===== config.mk =====
export PLATFORM = sky130hd
export DESIGN_NAME = sbph_ctrl
export DESIGN_NICKNAME = d
export VERILOG_FILES = /design/src/hw/rtl/sbph_pkg.sv /design/src/hw/rtl/sbph_ctrl.sv
export SDC_FILE = /design/constraint.sdc
export NUM_CORES = 1
export LEC_CHECK = 0
export BUFFER_PORTS_ARGS = -buffer_cell sky130_fd_sc_hd__buf_2
export CORE_AREA = 5 5 42 44
export CTS_CLUSTER_SIZE = 24
export DETAILED_ROUTE_END_ITERATION = 10
export DIE_AREA = 0 0 47 49
export SETUP_SLACK_MARGIN = 0.05
export SYNTH_ARGS = -nofsm -noshare
export SYNTH_HDL_FRONTEND = slang
export SYNTH_SLANG_ARGS = --single-unit

===== constraint.sdc =====
create_clock -name clk -period 0.9 [get_ports clk]
set_input_delay 0.135 -clock clk [delete_from_list [all_inputs] [get_ports clk]]
set_output_delay 0.135 -clock clk [all_outputs]
set_load 0.005 [all_outputs]

===== src/hw/rtl/sbph_pkg.sv =====
`default_nettype none
// ----------------------------------------------------------------------------
// sbph_pkg
// Shared constants, state encoding and controller/datapath interface types
// for the spectrum bar meter with peak hold.
// ----------------------------------------------------------------------------
package sbph_pkg;

  localparam int MAX_BARS  = 256;
  localparam int USED_BINS = 256;

  localparam int BIN_W     = 9;
  localparam int MAG_W     = 15;
  localparam int LEVEL_W   = 16;
  localparam int BAR_W     = 8;
  localparam int KLOG_W    = 4;
  localparam int SCALE_W   = 8;
  localparam int BPCT_W    = 8;
  localparam int PPCT_W    = 7;

  // bits of a bin number inside the used range
  localparam int USED_W    = $clog2(USED_BINS);
  localparam int MEM_AW    = $clog2(MAX_BARS);

  localparam logic [KLOG_W-1:0] KLOG_MIN   = KLOG_W'(1);
  localparam logic [KLOG_W-1:0] KLOG_MAX   = KLOG_W'($clog2(MAX_BARS));
  localparam logic [KLOG_W-1:0] KLOG_RST   = KLOG_W'(8);
  localparam logic [SCALE_W-1:0] SCALE_RST = SCALE_W'(255);

  localparam logic [LEVEL_W-1:0] PEAK_DECAY  = LEVEL_W'(255);
  localparam int                 FULL_SCALE  = 32'h7fff;
  localparam logic [PPCT_W-1:0]  PERCENT_CAP = PPCT_W'(100);

  // configuration register indexes
  localparam logic REG_BAR_LOG2 = 1'b0;
  localparam logic REG_SCALE    = 1'b1;

  typedef enum logic [2:0] {
    S_IDLE,
    S_READ,
    S_CALC,
    S_MUL,
    S_EMIT
  } sbph_state_t;

  typedef struct packed {
    logic accept;  // take the input word
    logic read;    // read peak store, form bar level
    logic calc;    // update and write back the peak
    logic mul;     // scale levels by 100
    logic emit;    // load the output register
  } sbph_cmd_t;

  typedef struct packed {
    logic bar_done;  // current input word closes a bar
    logic out_busy;  // output register holds a stalled word
  } sbph_stat_t;

endpackage
`default_nettype wire


===== src/hw/rtl/sbph_ctrl.sv =====
`default_nettype none
// ----------------------------------------------------------------------------
// sbph_ctrl
// Sequencer: accepts bins, and walks a closing bin through the peak
// read-modify-write and the output load.
// ----------------------------------------------------------------------------
module sbph_ctrl import sbph_pkg::*; (
  input  wire logic       clk,
  input  wire logic       rst_n,
  input  wire logic       in_valid,
  output logic            in_stall,
  input  wire sbph_stat_t stat,
  output sbph_cmd_t       cmd
);

  sbph_state_t state_r, state_nxt;

  always_ff @(posedge clk) begin
    if (!rst_n) begin
      state_r <= S_IDLE;
    end else begin
      state_r <= state_nxt;
    end
  end

  always_comb begin
    state_nxt = state_r;
    cmd       = '0;
    in_stall  = 1'b1;
    case (state_r)
      S_IDLE: begin
        in_stall   = 1'b0;
        cmd.accept = in_valid;
        if (in_valid && stat.bar_done) begin
          state_nxt = S_READ;
        end
      end
      S_READ: begin
        cmd.read  = 1'b1;
        state_nxt = S_CALC;
      end
      S_CALC: begin
        cmd.calc  = 1'b1;
        state_nxt = S_MUL;
      end
      S_MUL: begin
        cmd.mul   = 1'b1;
        state_nxt = S_EMIT;
      end
      S_EMIT: begin
        if (!stat.out_busy) begin
          cmd.emit  = 1'b1;
          state_nxt = S_IDLE;
        end
      end
      default: begin
        state_nxt = S_IDLE;
      end
    endcase
  end

endmodule
`default_nettype wire


# --- Word-level counts from Yosys, hierarchy flattened ---
# Index checks and enable logic that the tools add are counted.
# W data, S select, Z words.
totals:
  register_bits: 3
  wordCells: 20
  mem_bits_rw: 0
  latch_bits: 0
  n_memories: 0
  romBits: 0
op_classes:
  div_mod_pow: 0
  n_reduce_logical: 3
  order_cmp: 0
  mux: 10
  mul: 0
  n_shift: 0
  n_bitwise: 0
  addsub: 0
  eq_ne: 6
ops:
  columns: ["cell", "count"]
  rows:
  - ["$pmux W3 S5", 1]
  - ["$mux W1", 7]
  - ["$eq A3 B2 Y1 const B", 2]
  - ["$mux W3", 2]
  - ["$ne A2 B2 Y1 const B", 2]
  - ["$eq A3 B1 Y1 const B", 1]
  - ["$eq A3 B3 Y1 const B", 1]
  - ["$logic_not A3 Y1", 1]
  - ["$reduce_and A2 Y1", 1]
  - ["$logic_and A1 B1 Y1", 1]

# --- Depth between registers and ports, before layout ---
depth:
  ltp_word: 3
  depth_mapped: 2
  mapped_depth_nobuf: 2

# --- Worst setup path after synthesis ---
# Ideal clock, no wire load.
synth_timing:
  path_type: "register to output"
  startpoint: "register state_r[2]"
  endpoint: "output port cmd[0] (netlist name)"
  arrival_time_ns: 0.853
  setup_slack_ns: -0.088
  n_path_buf: 0
  path_stages_with_launch: 3
  cell_sequence: "dfxtp_1 or3b_1 nor2_1"
synth_rtl:
  columns: ["item", "line_no", "source"]
  rows:
  - ["start: declaration", "sbph_ctrl.sv:16", "sbph_state_t state_r, state_nxt;"]
  - ["start signal: assignment", "sbph_ctrl.sv:22", "state_r <= state_nxt;"]
  - ["end: declaration", "sbph_ctrl.sv:13", "output sbph_cmd_t cmd"]

==> results.json <==
{
  "fin_area_um2": 327,
  "vias_per_cell": 3.72,
  "place.gp.congestion": 0.627,
  "cts_buffers": 3,
  "dieHeight_um": 49,
  "top_regs": "state_r x3",
  "syn-cell-area_um2": 153,
  "routed.top_layer": "met3",
  "cts_tree": "yes",
  "final_nets": 40,
  "yosysUniqueCellTypes": 12,
  "num_vias": 186,
  "path_class": "reg -> out",
  "fin_skew_ps": 2.01,
  "syn_avg_cell_area_um2": 8.98,
  "synth_area_leaders": "dfxtp_1, nor3b_1, and3b_1",
  "slew_violations": 0,
  "io_buffer_count": 10,
  "fp.dieW_um": 47,
  "timing.critical_path.cells": "or3b_4 -> nor2_2 -> buf_2",
  "dr_wl_met3_um": 64,
  "grt_max_degree": 6,
  "drt_iter0_drc": 0,
  "wl_per_cell_um": 9.66,
  "cp-start-kind": "flip-flop",
  "cts_buffer_depth": 2,
  "dr.pass1.iters": 1,
  "syn_nets": 22,
  "drc_errors": 0,
  "path_delay_family": "simple AND/OR/NAND/NOR gates",
  "num_antenna_cells": 0,
  "tns_ps": -1830,
  "grt_pass1_vias": 203,
  "slowest_delay_ps": 400,
  "min_period_ps": 1290,
  "setup_slack_ps": -392,
  "hold_path.class": "in -> reg",
  "hold_viol": 0,
  "clock-sinks": 3,
  "finalCritPeriodShare": 1.44,
  "path_buf_inv": 1,
  "synth_top_area_cell": "dfxtp_1",
  "path_clk_slew_ps": 40,
  "postCtsSetupBuffers": 0,
  "grt_first_pass_wirelength_um": 786,
  "grt_usage": 0.0507,
  "netlist.area_leader.share": 0.393,
  "syn_inst": 17,
  "required_ps": 760,
  "peakVddDrop_uv": 264,
  "worst_slew_margin_rel": 0.875,
  "endpoint_kind": "output pin",
  "start_util": 0.109,
  "ant_nets": 0,
  "setup_viol": 7,
  "slowest_stage": "or3b_4",
  "powerDensity_nw_per_um2": 1600,
  "place_area_um2": 255,
  "cts-root-buf": "clkbuf_4",
  "finalWirelength_um": 483,
  "m1WireLength_um": 153,
  "clk-insertion-delay-late_ps": 230,
  "die_area_um2": 2300,
  "status": "complete, but fails checks",
  "ys_seq_area_frac": 0.393,
  "regMostFlops": "state_r",
  "p_leak_nw": 0.153,
  "postCtsHoldBufs": 0,
  "ys_ff_latch": 3,
  "coreArea_um2": 1400,
  "pre_cts_ws_ps": -145,
  "largest_reg_flops": 3,
  "drive_gt1_frac": 0.824,
  "violations": "setup timing",
  "rows": 14,
  "fin_cells": 50,
  "area_growth_syn_to_layout_pct": 114,
  "cts.htree.levels": 1,
  "ios": 11,
  "fmax_mhz": 774,
  "max-cap-violations": 0,
  "antenna_found_initial": 0,
  "rsz0062_at_grt": "true",
  "cp.arrival_ps": 1160,
  "tightestPinTransition_ps": 187,
  "path_max_fanout": 3,
  "power.total_mw": 0.523,
  "wl_met2_um": 265,
  "ys.warnings.count": 0,
  "grt_overflow": 0,
  "post-place-cells": 46,
  "fillCellCount": 166
}
==> cells in the mapped netlist, drive strengths merged <==
library cell	instances
nand2	1
xnor2	1
inv	1
o2bb2ai	1
or3b	1
and3b	1
a21oi	1
nor4b	1
nor3b	3
or3	1
nor2	2
dfxtp	3
==> metal layers <==
metal	vias to the layer above	global-route usage
li1	94	-
met1	86	0.0484
met4	0	0.0415
met5	-	0
met2	6	0.0724
met3	0	0.0332
==> path summary, 6_finish.rpt <==
path / cells after the start / slack, ps / endpoint / start
worst max-delay path: 3 / -390 / cmd[0] / state_r[0]$_SDFFE_PN0P_
worst min-delay path: 3 / 160 / state_r[2]$_SDFFE_PN0P_ / stat[0]
worst max register to register: 2 / -40 / state_r[2]$_SDFFE_PN0P_ / state_r[0]$_SDFFE_PN0P_
worst min register to register: 2 / 560 / state_r[1]$_SDFFE_PN0P_ / state_r[2]$_SDFFE_PN0P_
==> final cells by class <==
class	count	area (µm²)	area share
clock buffers	4	26.3	0.0805
inverters	1	3.75	0.0115
multi-input cells	13	124	0.379
flip-flops and latches	3	63.8	0.195
well taps	16	20.0	0.0613
repair buffers	13	88.8	0.272
==> report_power, final <==
group / switching, mW / internal (mW) / total (mW)
registers: 0.00938 / 0.145 / 0.155
clock network: 0.0693 / 0.166 / 0.235
logic: 0.0511 / 0.0816 / 0.133
==> cell usage in the layout (no fill, tap or decap) <==
master / count
dfxtp_2: 3
and3b_2: 1
clkbuf_1: 1
clkbuf_4: 3
xnor2_1: 1
nor2_2: 2
nor3b_2: 3
buf_6: 3
nand2_1: 1
inv_1: 1
buf_2: 8
or3b_4: 1
o2bb2ai_1: 1
or3_4: 1
buf_4: 2
a21oi_1: 1
nor4b_2: 1
==> cell families (layout without fill, tap and decap cells) <==
family	count (synthesis)	after routing	synth area share
AO/OA/AOI/OAI	2	2	0.0901
flip-flops	3	3	0.393
XOR/XNOR	1	1	0.0574
buffers and inverters	1	18	0.0246
AND/OR/NAND/NOR	10	10	0.434
==> tightest hold or removal path: stages <==
cell       delay, ps
buf_2            110
nand2_1           50
o2bb2ai_1         50
==> stage by stage <==
step | util | hold WS, ps
after global placement | 0.182 | 391
final | 0.233 | 162
after detailed placement | 0.182 | 396
after floorplan | - | 252
after global routing | 0.233 | 175
after CTS | 0.218 | 141
==> what timing repair did <==
item / CTS / global route
setup endpoints to repair: 8 / 9
gates resized for setup: 5 / 6
pin swaps: 2 / 3
hold endpoints to repair: 0 / 0
Power figures use the tool's default switching activity.
